--- config.mk ---
export PLATFORM = sky130hd
export DESIGN_NAME = wav_header_chunk_parser_top
export DESIGN_NICKNAME = d
export VERILOG_FILES = /design/src/sv/wavp_pkg.sv /design/src/sv/wav_header_chunk_parser_top.sv /design/src/sv/wavp_fifo.sv /design/src/sv/wavp_engine.sv
export SDC_FILE = /design/constraint.sdc
export NUM_CORES = 1
export LEC_CHECK = 0
export ABC_AREA = 1
export BUFFER_PORTS_ARGS = -buffer_cell sky130_fd_sc_hd__buf_2
export CORE_MARGIN = 3
export CORE_UTILIZATION = 49
export DETAILED_ROUTE_END_ITERATION = 10
export PLACE_DENSITY_LB_ADDON = 0.08
export SYNTH_ARGS = -nofsm -noshare
export SYNTH_HDL_FRONTEND = slang
export SYNTH_HIERARCHICAL = 1
export SYNTH_SLANG_ARGS = --single-unit
--- constraint.sdc ---
create_clock -name clk_i -period 7.7 [get_ports clk_i]
set_input_delay 0 -clock clk_i [delete_from_list [all_inputs] [get_ports clk_i]]
set_output_delay 0 -clock clk_i [all_outputs]
set_load 0.005 [all_outputs]
--- src/sv/wavp_pkg.sv ---
// ----------------------------------------------------------------------------
// wavp_pkg
// Shared types and codes of the WAV header and chunk parser.
// ----------------------------------------------------------------------------
`timescale 1ns / 1ps

package wavp_pkg;

  // Depth of the queue between the accept side and the parse engine
  localparam int unsigned QueueDepth = 2;

  // Parse status codes
  localparam logic [2:0] StParsing   = 3'd0;
  localparam logic [2:0] StOk        = 3'd1;
  localparam logic [2:0] StNotRiff   = 3'd2;
  localparam logic [2:0] StRiffZero  = 3'd3;
  localparam logic [2:0] StNotWave   = 3'd4;
  localparam logic [2:0] StBadFormat = 3'd5;
  localparam logic [2:0] StMissing   = 3'd6;
  localparam logic [2:0] StUnplay    = 3'd7;

  // Chunk and header tags, little-endian
  localparam logic [31:0] TagRiff = 32'h4646_4952;
  localparam logic [31:0] TagWave = 32'h4556_4157;
  localparam logic [31:0] TagFmt  = 32'h2074_6D66;
  localparam logic [31:0] TagData = 32'h6174_6164;

  // fmt chunk format tags
  localparam logic [15:0] FmtPcm   = 16'h0001;
  localparam logic [15:0] FmtFloat = 16'h0003;
  localparam logic [15:0] FmtAlaw  = 16'h0006;
  localparam logic [15:0] FmtMulaw = 16'h0007;

  // One accepted file byte with its framing flags
  typedef struct packed {
    logic [7:0] data;
    logic       sof;
    logic       eof;
  } wavp_item_t;

  // One result item: audio byte plus a snapshot of the parse state
  typedef struct packed {
    logic        audio_valid;
    logic [7:0]  audio_byte;
    logic        audio_last;
    logic [2:0]  status;
    logic [63:0] fmt_fields;  // format, channels, block align, bits
    logic [63:0] rates;       // sample rate, byte rate
  } wavp_result_t;

endpackage

--- src/sv/wav_header_chunk_parser_top.sv ---
// ----------------------------------------------------------------------------
// wav_header_chunk_parser_top: WAV header check and chunk walk, byte stream.
// One result per byte; an accepted byte passes the queue slot and then the engine's
// result register before its result is valid at the output.
// Throughput 1 byte/cycle while out_ready_i is high; engine steps once a byte.
// Reset clears parse state, queue and result valid; start_of_file restarts.
// ----------------------------------------------------------------------------
`timescale 1ns / 1ps

module wav_header_chunk_parser_top #(
  parameter int unsigned QueueDepth = wavp_pkg::QueueDepth
) (
  input  logic        clk_i,
  input  logic        rst_ni,
  input  logic        in_valid_i,
  output logic        in_ready_o,
  input  logic [7:0]  file_byte_i,
  input  logic        start_of_file_i,
  input  logic        end_of_file_i,
  output logic        out_valid_o,
  input  logic        out_ready_i,
  output logic        audio_valid_o,
  output logic [7:0]  audio_byte_o,
  output logic        audio_last_o,
  output logic [2:0]  parse_status_o,
  output logic [15:0] format_code_o,
  output logic [15:0] channel_count_o,
  output logic [31:0] sample_rate_o,
  output logic [31:0] byte_rate_o,
  output logic [15:0] block_align_o,
  output logic [15:0] bits_per_sample_o,
  output logic        float_format_o
);

  wavp_pkg::wavp_item_t   in_item, q_item;
  wavp_pkg::wavp_result_t res;
  logic                   q_valid, q_ready;

  assign in_item.data = file_byte_i;
  assign in_item.sof  = start_of_file_i;
  assign in_item.eof  = end_of_file_i;

  wavp_fifo #(
    .Depth(QueueDepth)
  ) u_fifo (
    .clk_i       (clk_i),
    .rst_ni      (rst_ni),
    .push_valid_i(in_valid_i),
    .push_ready_o(in_ready_o),
    .push_item_i (in_item),
    .pop_valid_o (q_valid),
    .pop_ready_i (q_ready),
    .pop_item_o  (q_item)
  );

  wavp_engine u_engine (
    .clk_i       (clk_i),
    .rst_ni      (rst_ni),
    .item_valid_i(q_valid),
    .item_ready_o(q_ready),
    .item_i      (q_item),
    .out_valid_o (out_valid_o),
    .out_ready_i (out_ready_i),
    .result_o    (res)
  );

  assign audio_valid_o     = res.audio_valid;
  assign audio_byte_o      = res.audio_byte;
  assign audio_last_o      = res.audio_last;
  assign parse_status_o    = res.status;
  assign format_code_o     = res.fmt_fields[15:0];
  assign channel_count_o   = res.fmt_fields[31:16];
  assign block_align_o     = res.fmt_fields[47:32];
  assign bits_per_sample_o = res.fmt_fields[63:48];
  assign sample_rate_o     = res.rates[31:0];
  assign byte_rate_o       = res.rates[63:32];
  assign float_format_o    = (res.fmt_fields[15:0] == wavp_pkg::FmtFloat);

`ifndef SYNTHESIS
  // Audio never comes out after a header or format failure
  a_audio_status: assert property (@(posedge clk_i) disable iff (!rst_ni)
    (out_valid_o && audio_valid_o) |->
      (parse_status_o != wavp_pkg::StNotRiff) && (parse_status_o != wavp_pkg::StRiffZero) &&
      (parse_status_o != wavp_pkg::StNotWave) && (parse_status_o != wavp_pkg::StBadFormat))
    else $error("audio byte with a failed parse status");

  a_last_needs_audio: assert property (@(posedge clk_i) disable iff (!rst_ni)
    (out_valid_o && audio_last_o) |-> audio_valid_o)
    else $error("audio_last without audio_valid");

  // A full queue always offers an item to the engine
  a_full_not_empty: assert property (@(posedge clk_i) disable iff (!rst_ni)
    !in_ready_o |-> q_valid)
    else $error("queue refuses input while empty");
`endif

endmodule

--- src/sv/wavp_fifo.sv ---
// ----------------------------------------------------------------------------
// wavp_fifo
// Accept side of the parser: a short item queue that decouples the input
// handshake from the parse engine. Depth must be at least 2.
// ----------------------------------------------------------------------------
`timescale 1ns / 1ps

module wavp_fifo #(
  parameter int unsigned Depth = wavp_pkg::QueueDepth
) (
  input  logic                clk_i,
  input  logic                rst_ni,
  input  logic                push_valid_i,
  output logic                push_ready_o,
  input  wavp_pkg::wavp_item_t push_item_i,
  output logic                pop_valid_o,
  input  logic                pop_ready_i,
  output wavp_pkg::wavp_item_t pop_item_o
);

  localparam int unsigned AW = $clog2(Depth);
  localparam int unsigned CW = $clog2(Depth + 1);

  wavp_pkg::wavp_item_t slots_q [Depth];
  logic [AW-1:0] wptr_q, wptr_d, rptr_q, rptr_d;
  logic [CW-1:0] count_q, count_d;
  logic          push, pop;

  assign push_ready_o = (count_q < CW'(Depth));
  assign pop_valid_o  = (count_q != '0);
  assign pop_item_o   = slots_q[rptr_q];
  assign push         = push_valid_i && push_ready_o;
  assign pop          = pop_valid_o && pop_ready_i;

  always_comb begin
    wptr_d  = wptr_q;
    rptr_d  = rptr_q;
    count_d = count_q;
    if (push) begin
      wptr_d = (wptr_q == AW'(Depth - 1)) ? '0 : wptr_q + AW'(1);
    end
    if (pop) begin
      rptr_d = (rptr_q == AW'(Depth - 1)) ? '0 : rptr_q + AW'(1);
    end
    if (push && !pop) begin
      count_d = count_q + CW'(1);
    end else if (pop && !push) begin
      count_d = count_q - CW'(1);
    end
  end

  always_ff @(posedge clk_i or negedge rst_ni) begin
    if (!rst_ni) begin
      wptr_q  <= '0;
      rptr_q  <= '0;
      count_q <= '0;
    end else begin
      wptr_q  <= wptr_d;
      rptr_q  <= rptr_d;
      count_q <= count_d;
    end
  end

  always_ff @(posedge clk_i) begin
    if (push) begin
      slots_q[wptr_q] <= push_item_i;
    end
  end

endmodule

--- src/sv/wavp_engine.sv ---
// ----------------------------------------------------------------------------
// wavp_engine
// Parse engine: walks the RIFF header and chunks one byte per cycle while the
// result is taken, and drives the result register.
// ----------------------------------------------------------------------------
`timescale 1ns / 1ps

module wavp_engine (
  input  logic                  clk_i,
  input  logic                  rst_ni,
  input  logic                  item_valid_i,
  output logic                  item_ready_o,
  input  wavp_pkg::wavp_item_t  item_i,
  output logic                  out_valid_o,
  input  logic                  out_ready_i,
  output wavp_pkg::wavp_result_t result_o
);

  localparam logic [2:0] PhRiff  = 3'd0;
  localparam logic [2:0] PhRsize = 3'd1;
  localparam logic [2:0] PhWave  = 3'd2;
  localparam logic [2:0] PhTag   = 3'd3;
  localparam logic [2:0] PhSize  = 3'd4;
  localparam logic [2:0] PhBody  = 3'd5;
  localparam logic [2:0] PhPad   = 3'd6;
  localparam logic [2:0] PhFinal = 3'd7;

  logic [2:0]  phase_q, phase_d;
  logic [1:0]  idx_q, idx_d;
  logic [31:0] shift_q, shift_d;
  logic [31:0] tag_q, tag_d;
  logic [31:0] left_q, left_d;
  logic        have_fmt_q, have_fmt_d;
  logic        have_data_q, have_data_d;
  logic [63:0] fields_q, fields_d;
  logic [63:0] rates_q, rates_d;
  logic [2:0]  status_q, status_d;
  logic [4:0]  fidx_q, fidx_d;
  logic        pad_q, pad_d;

  logic                   out_valid_q;
  wavp_pkg::wavp_result_t res_q, res_d;
  logic                   take;

  assign item_ready_o = !out_valid_q || out_ready_i;
  assign take         = item_valid_i && item_ready_o;
  assign out_valid_o  = out_valid_q;
  assign result_o     = res_q;

  // Status once both fmt and data are known, if nothing failed before
  function automatic logic [2:0] both_status(logic hf, logic hd, logic [2:0] st,
                                             logic [15:0] fc);
    logic [2:0] r;
    r = st;
    if (hf && hd && (st == wavp_pkg::StParsing)) begin
      r = ((fc == wavp_pkg::FmtAlaw) || (fc == wavp_pkg::FmtMulaw)) ?
          wavp_pkg::StUnplay : wavp_pkg::StOk;
    end
    return r;
  endfunction

  function automatic logic fmt_known(logic [15:0] fc);
    return (fc == wavp_pkg::FmtPcm) || (fc == wavp_pkg::FmtFloat) ||
           (fc == wavp_pkg::FmtAlaw) || (fc == wavp_pkg::FmtMulaw);
  endfunction

  always_comb begin
    logic [31:0] word;
    logic [31:0] left_dec;
    logic [4:0]  sub;

    phase_d     = phase_q;
    idx_d       = idx_q;
    shift_d     = shift_q;
    tag_d       = tag_q;
    left_d      = left_q;
    have_fmt_d  = have_fmt_q;
    have_data_d = have_data_q;
    fields_d    = fields_q;
    rates_d     = rates_q;
    status_d    = status_q;
    fidx_d      = fidx_q;
    pad_d       = pad_q;
    res_d       = res_q;
    word        = '0;
    left_dec    = '0;
    sub         = '0;

    if (take) begin
      res_d.audio_valid = 1'b0;
      res_d.audio_byte  = '0;
      res_d.audio_last  = 1'b0;

      // Restart: this byte is offset zero
      if (item_i.sof) begin
        phase_d     = PhRiff;
        idx_d       = '0;
        shift_d     = '0;
        tag_d       = '0;
        left_d      = '0;
        have_fmt_d  = 1'b0;
        have_data_d = 1'b0;
        fields_d    = '0;
        rates_d     = '0;
        status_d    = wavp_pkg::StParsing;
        fidx_d      = '0;
        pad_d       = 1'b0;
      end

      if (phase_d != PhFinal) begin
        if (phase_d <= PhSize) begin
          word    = {item_i.data, shift_d[31:8]};
          shift_d = word;
          if (idx_d == 2'd3) begin
            idx_d = '0;
            unique case (phase_d)
              PhRiff: begin
                if (word != wavp_pkg::TagRiff) begin
                  status_d = wavp_pkg::StNotRiff;
                  phase_d  = PhFinal;
                end else begin
                  phase_d = PhRsize;
                end
              end
              PhRsize: begin
                if (word == '0) begin
                  status_d = wavp_pkg::StRiffZero;
                  phase_d  = PhFinal;
                end else begin
                  phase_d = PhWave;
                end
              end
              PhWave: begin
                if (word != wavp_pkg::TagWave) begin
                  status_d = wavp_pkg::StNotWave;
                  phase_d  = PhFinal;
                end else begin
                  phase_d = PhTag;
                end
              end
              PhTag: begin
                tag_d   = word;
                phase_d = PhSize;
              end
              default: begin
                left_d  = word;
                pad_d   = word[0];
                phase_d = PhBody;
                if ((tag_d == wavp_pkg::TagFmt) && !have_fmt_d) begin
                  fields_d = '0;
                  rates_d  = '0;
                  fidx_d   = '0;
                  if (word == '0) begin
                    // Empty fmt body: format tag reads as zero
                    have_fmt_d = 1'b1;
                    status_d   = wavp_pkg::StBadFormat;
                    phase_d    = PhFinal;
                  end
                end else if (tag_d == wavp_pkg::TagData) begin
                  have_data_d = 1'b1;
                  status_d    = both_status(have_fmt_d, 1'b1, status_d, fields_d[15:0]);
                end
                if ((phase_d == PhBody) && (word == '0)) begin
                  phase_d = (status_d != wavp_pkg::StParsing) ? PhFinal :
                            (pad_d ? PhPad : PhTag);
                end else if ((phase_d == PhBody) && (status_d != wavp_pkg::StParsing) &&
                             (tag_d != wavp_pkg::TagData)) begin
                  phase_d = PhFinal;
                end
              end
            endcase
          end else begin
            idx_d = idx_d + 2'd1;
          end
        end else if (phase_d == PhBody) begin
          left_dec = left_d - 32'd1;
          left_d   = left_dec;
          if (tag_d == wavp_pkg::TagData) begin
            res_d.audio_valid = 1'b1;
            res_d.audio_byte  = item_i.data;
            res_d.audio_last  = (left_dec == '0) || item_i.eof;
            if (left_dec == '0) begin
              phase_d = (status_d != wavp_pkg::StParsing) ? PhFinal :
                        (pad_d ? PhPad : PhTag);
            end
          end else if ((tag_d == wavp_pkg::TagFmt) && !have_fmt_d) begin
            // Capture the byte at its place in the fmt body
            if (fidx_d < 5'd4) begin
              fields_d[{fidx_d[1:0], 3'b000} +: 8] = item_i.data;
            end else if (fidx_d < 5'd12) begin
              sub = fidx_d - 5'd4;
              rates_d[{sub[2:0], 3'b000} +: 8] = item_i.data;
            end else if (fidx_d < 5'd16) begin
              fields_d[{1'b1, fidx_d[1:0], 3'b000} +: 8] = item_i.data;
            end
            fidx_d = fidx_d + 5'd1;
            if (fidx_d[4] || (left_dec == '0)) begin
              have_fmt_d = 1'b1;
              if (!fmt_known(fields_d[15:0])) begin
                status_d = wavp_pkg::StBadFormat;
                phase_d  = PhFinal;
              end else begin
                status_d = both_status(1'b1, have_data_d, status_d, fields_d[15:0]);
                if (status_d != wavp_pkg::StParsing) begin
                  phase_d = PhFinal;
                end else if (left_dec == '0) begin
                  phase_d = pad_d ? PhPad : PhTag;
                end
              end
            end
          end else if (left_dec == '0) begin
            phase_d = (status_d != wavp_pkg::StParsing) ? PhFinal :
                      (pad_d ? PhPad : PhTag);
          end
        end else begin
          // Drop the pad byte after an odd-sized body
          phase_d = PhTag;
        end

        if (item_i.eof && (phase_d != PhFinal)) begin
          if (status_d == wavp_pkg::StParsing) begin
            status_d = wavp_pkg::StMissing;
          end
          phase_d = PhFinal;
        end
      end

      res_d.status     = status_d;
      res_d.fmt_fields = fields_d;
      res_d.rates      = rates_d;
    end
  end

  always_ff @(posedge clk_i or negedge rst_ni) begin
    if (!rst_ni) begin
      phase_q     <= PhRiff;
      idx_q       <= '0;
      shift_q     <= '0;
      tag_q       <= '0;
      left_q      <= '0;
      have_fmt_q  <= 1'b0;
      have_data_q <= 1'b0;
      fields_q    <= '0;
      rates_q     <= '0;
      status_q    <= wavp_pkg::StParsing;
      fidx_q      <= '0;
      pad_q       <= 1'b0;
      out_valid_q <= 1'b0;
    end else begin
      phase_q     <= phase_d;
      idx_q       <= idx_d;
      shift_q     <= shift_d;
      tag_q       <= tag_d;
      left_q      <= left_d;
      have_fmt_q  <= have_fmt_d;
      have_data_q <= have_data_d;
      fields_q    <= fields_d;
      rates_q     <= rates_d;
      status_q    <= status_d;
      fidx_q      <= fidx_d;
      pad_q       <= pad_d;
      if (take) begin
        out_valid_q <= 1'b1;
      end else if (out_ready_i) begin
        out_valid_q <= 1'b0;
      end
    end
  end

  always_ff @(posedge clk_i) begin
    res_q <= res_d;
  end

endmodule
==> run_results.csv <==
group,metric,value,unit
outcome,status,"finished clean",
clock_tree,post-cts-setup-buffers,0,
worst_hold_path,min_path_type,"input pin to flip-flop",
global_route,grt_use_total,31.7,%
synthesis,synth-main-ff-cell,"dfrtp_1",
worst_setup_path,critPathCaptureType,"flip-flop",
global_route,grt_max_degree,161,
clock_tree,clock_sinks,398,
final_layout,instances_no_fill,3552,
synthesis,synth_nets,2855,
global_route,grt_pass1_vias,19507,
clock_tree,ctsHoldBuffers,15,
timing,fin_crit,5.66,ns
final_layout,nets,2957,
placement,portBuffers,157,
floorplanning,ioPinCount,158,
clock_tree,cts_max_level,2,
final_layout,syn2layout_area_growth,12.5,%
timing,rsz0062_at_grt,"false",
final_layout,final_design_area_no_fill,0.0247,mm^2
clock_tree,clock_path_buffers,3,
global_route,grt_pass1_wl,117,mm
drt,firstDrtPassIters,6,
worst_setup_path,path_class,"flip-flop to flip-flop",
global_route,gr-total-overflow,0,
worst_setup_path,cp.arrival,6.11,ns
worst_setup_path,cp_slowest_cell,"nor2_1",
drt,route.met3.wl,6.43,mm
synthesis,synth_adder_area_share,0.626,%
synthesis,async_flop_share,59.5,%
synthesis,yosysWarnings,6,
placement,post-dp-hpwl,52.9,mm
drt,totalWireLength,75.7,mm
synthesis,synth_xor_xnor_area_share,0.199,%
timing,maxSlewHeadroom,26.4,%
synthesis,ys_seq_area_share,49.0,%
worst_setup_path,critPathMaxFanout,35,
clock_tree,cts_root_buf,"clkbuf_16",
drt,vias,20945,
clock_tree,cts_inserted_buffers,45,
worst_setup_path,path_cells,"inv_2 -> nand2_1 -> nand2_2 -> buf_4 -> nor2_2 -> inv_1 -> nor2_1 -> inv_1 -> nor2_2 -> inv_1 -> nand2_2 -> clkinv_1 -> buf_4 -> a21oi_2 -> o32ai_1 -> nand2_1 -> o21ai_0",
floorplanning,die_area,0.0474,mm^2
drt,wl_per_cell,21.3,um
worst_setup_path,start_kind,"flip-flop",
timing,tightest_slew,1.10,ns
floorplanning,die_x,218,um
final_layout,drive_above_1_share,10.9,%
timing,finalSetupTns,0,ns
timing,final.period_utilization,73.5,%
synthesis,synth_top_family_by_area,"simple AND/OR/NAND/NOR gates",
flow_run,cap_viol_max_count,0,
drt,highest_layer,"met4",
clock_tree,path_clk_slew,0.06,ns
drt,initialDrtViolationCount,2964,
power,p_leak,11.8,nW
synthesis,synth_cell_types,58,
final_layout,antenna-diode-count,0,
synthesis,synth_cells,2830,
timing,setup_viol,0,
synthesis,syn-cell-area,0.0220,mm^2
clock_tree,cts_tree,"done",
timing,skew,0.0293,ns
clock_tree,worst_skew_pair.late_latency,0.60,ns
drt,wl_met1,34.3,mm
synthesis,ys_top_cells_by_area,"dfrtp_1 (27%), edfxtp_1 (22%), nand2_1 (15%), o21ai_0 (5.0%), inv_1 (4.2%)",
drt,dr_wl_met2,33.1,mm
placement,place_inst,3455,
power,powerDensity,429,mW/mm^2
timing,hold_viol_final,0,
synthesis,synthMuxAreaShare,0,%
synthesis,synth_top_area_share,27.0,%
worst_setup_path,cp_common_cell,"inv_1",
synthesis,synth_edf_count,161,
synthesis,yosys.area.top_type,"dfrtp_1",
synthesis,synth_compound_area_share,14.1,%
drt,vias_per_cell,5.90,
drt,ant_nets,0,
floorplanning,die_y,218,um
final_layout,nFillCells,4043,
floorplanning,design.core.area,0.0436,mm^2
global_route,antenna_found_initial,0,
synthesis,synth_simple_gate_area_share,28.6,%
clock_tree,post_cts_resized,0,
timing,timing.fmax,177,MHz
floorplanning,start_util,50.4,%
placement,routabilityCongestion,0.956,
synthesis,avgSynthCellArea,7.77,um^2
placement,post_dp_cell_area,0.0231,mm^2
drt,drc_errors,0,
synthesis,ys_seq_elements,398,
timing,timing.final.max_slew_violations,0,
worst_setup_path,crit_path_max_incr_delay,0.71,ns
power,vdd_drop_max,514,uV
floorplanning,row_count,76,
worst_setup_path,required,8.15,ns
[placed cells by master, fill, tap and decap left out, types with 13 or more instances in the layout]
cell,instances
o32ai_1,40
edfxtp_1,161
buf_2,156
o21ai_0,218
nand3b_1,13
clkbuf_16,46
nor4_1,14
o31ai_1,14
nand3_1,170
o221ai_1,18
nor3_1,29
a21oi_1,117
dlygate4sd3_1,15
nor2_1,244
o22ai_1,38
nor2_2,14
inv_1,247
buf_4,14
nand4_1,57
dfrtp_1,237
nand2_2,14
nand2_1,904
[logic make-up after synthesis]
group / Yosys count
XOR/XNOR: 5
AND/OR/NAND/NOR: 1493
AO/OA/AOI/OAI: 521
adder cells (fa/ha/maj): 11
flip-flops: 398
buffers and inverters: 402
[power breakdown]
| group | leakage (nW) | switching (W) | total [W] | internal [W] |
|---|---|---|---|---|
| sequential | 4.86 | 0.000306 | 0.00314 | 0.00283 |
| clock | 0.723 | 0.000917 | 0.00216 | 0.00124 |
| combinational | 6.19 | 0.00399 | 0.00532 | 0.00133 |
| total | 11.8 | 0.00521 | 0.0106 | 0.00540 |
[flip-flops by register name, summed over array words and instances (netlist names), 2 cells and up]
signal and count:
u_fifo/slots_q 20, u_engine/status_q 3, u_engine/left_q 32, u_engine/idx_q 2, u_engine/fields_q 64, u_engine/rates_q 64, u_engine/result_o 141, u_engine/fidx_q 5
u_fifo/count_q 2, u_engine/shift_q 24, u_engine/tag_q 32, u_engine/phase_q 3
[through the flow]
step | power, W | utilization (%) | hold WS [ns] | worst slack, ns
final | 0.0106 | 56.7 | 0.151 | 2.04
after global routing | 0.0113 | 56.7 | 0.142 | 1.71
after CTS | 0.0105 | 56.7 | 0.110 | 2.24
after detailed placement | 0.00835 | 52.9 | 0.0243 | 2.28
after global placement | 0.00835 | 52.9 | 0.0255 | 2.37
after floorplan | 0.00656 | - | -0.296 | 2.08
[routing by layer]
metal	track usage, %	up-vias
met5	0	-
met4	8.94	0
met3	4.67	123
met2	47.2	1026
met1	48.2	10085
li1	-	9711
[synthesized netlist by cell type, types with 12 or more instances]
library cell  count
nand3b_1         13
a21o_1           12
dfrtp_1         237
o211ai_1         12
nand2_1         906
nand4_1          57
a21oi_1         117
o22ai_1          38
nand3_1         170
o221ai_1         18
buf_1            23
inv_2            13
o31ai_1          14
buf_2            19
nor2_2           14
edfxtp_1        161
nand2_2          13
nor3_1           30
inv_1           247
o32ai_1          40
nor2_1          245
nor4_1           14
or2_2            12
clkbuf_1         76
o21ai_0         218
[worst max-delay path, delay by kind of cell, from the launching register on]
kind	cells	cell delay, ns
and+or+nand+nor	7	2.18
buffers and inverters	7	2.06
AOI/OAI and AO/OA	3	0.66
DFF	1	0.56
[cell type report]
cell class | instances | area [um^2] | area share (%)
sequential | 398 | 10800 | 43.5
multi-input combinational | 2030 | 9610 | 38.8
clock buffer | 58 | 1230 | 4.96
timing repair buffer | 190 | 1130 | 4.57
inverter | 267 | 1010 | 4.10
tap | 585 | 732 | 2.96
clock inverter | 24 | 254 | 1.03
[path summary, 6_finish.rpt]
path,start,endpoint,slack [ns],cells past startpoint
min reg2reg,u_engine/rates_q[45],u_engine/rates_q[45],0.48,2
min in group asynchronous,rst_ni,u_engine/fields_q[7],0.52,3
max reg2reg,u_fifo/rptr_q,u_engine/fields_q[17],2.04,17
max,u_fifo/rptr_q,u_engine/fields_q[17],2.04,17
max in group asynchronous,rst_ni,u_engine/rates_q[43],5.80,4
min,end_of_file_i,u_fifo/slots_q[1][0],0.15,2
Note: power is estimated with default switching activity, not from simulation.
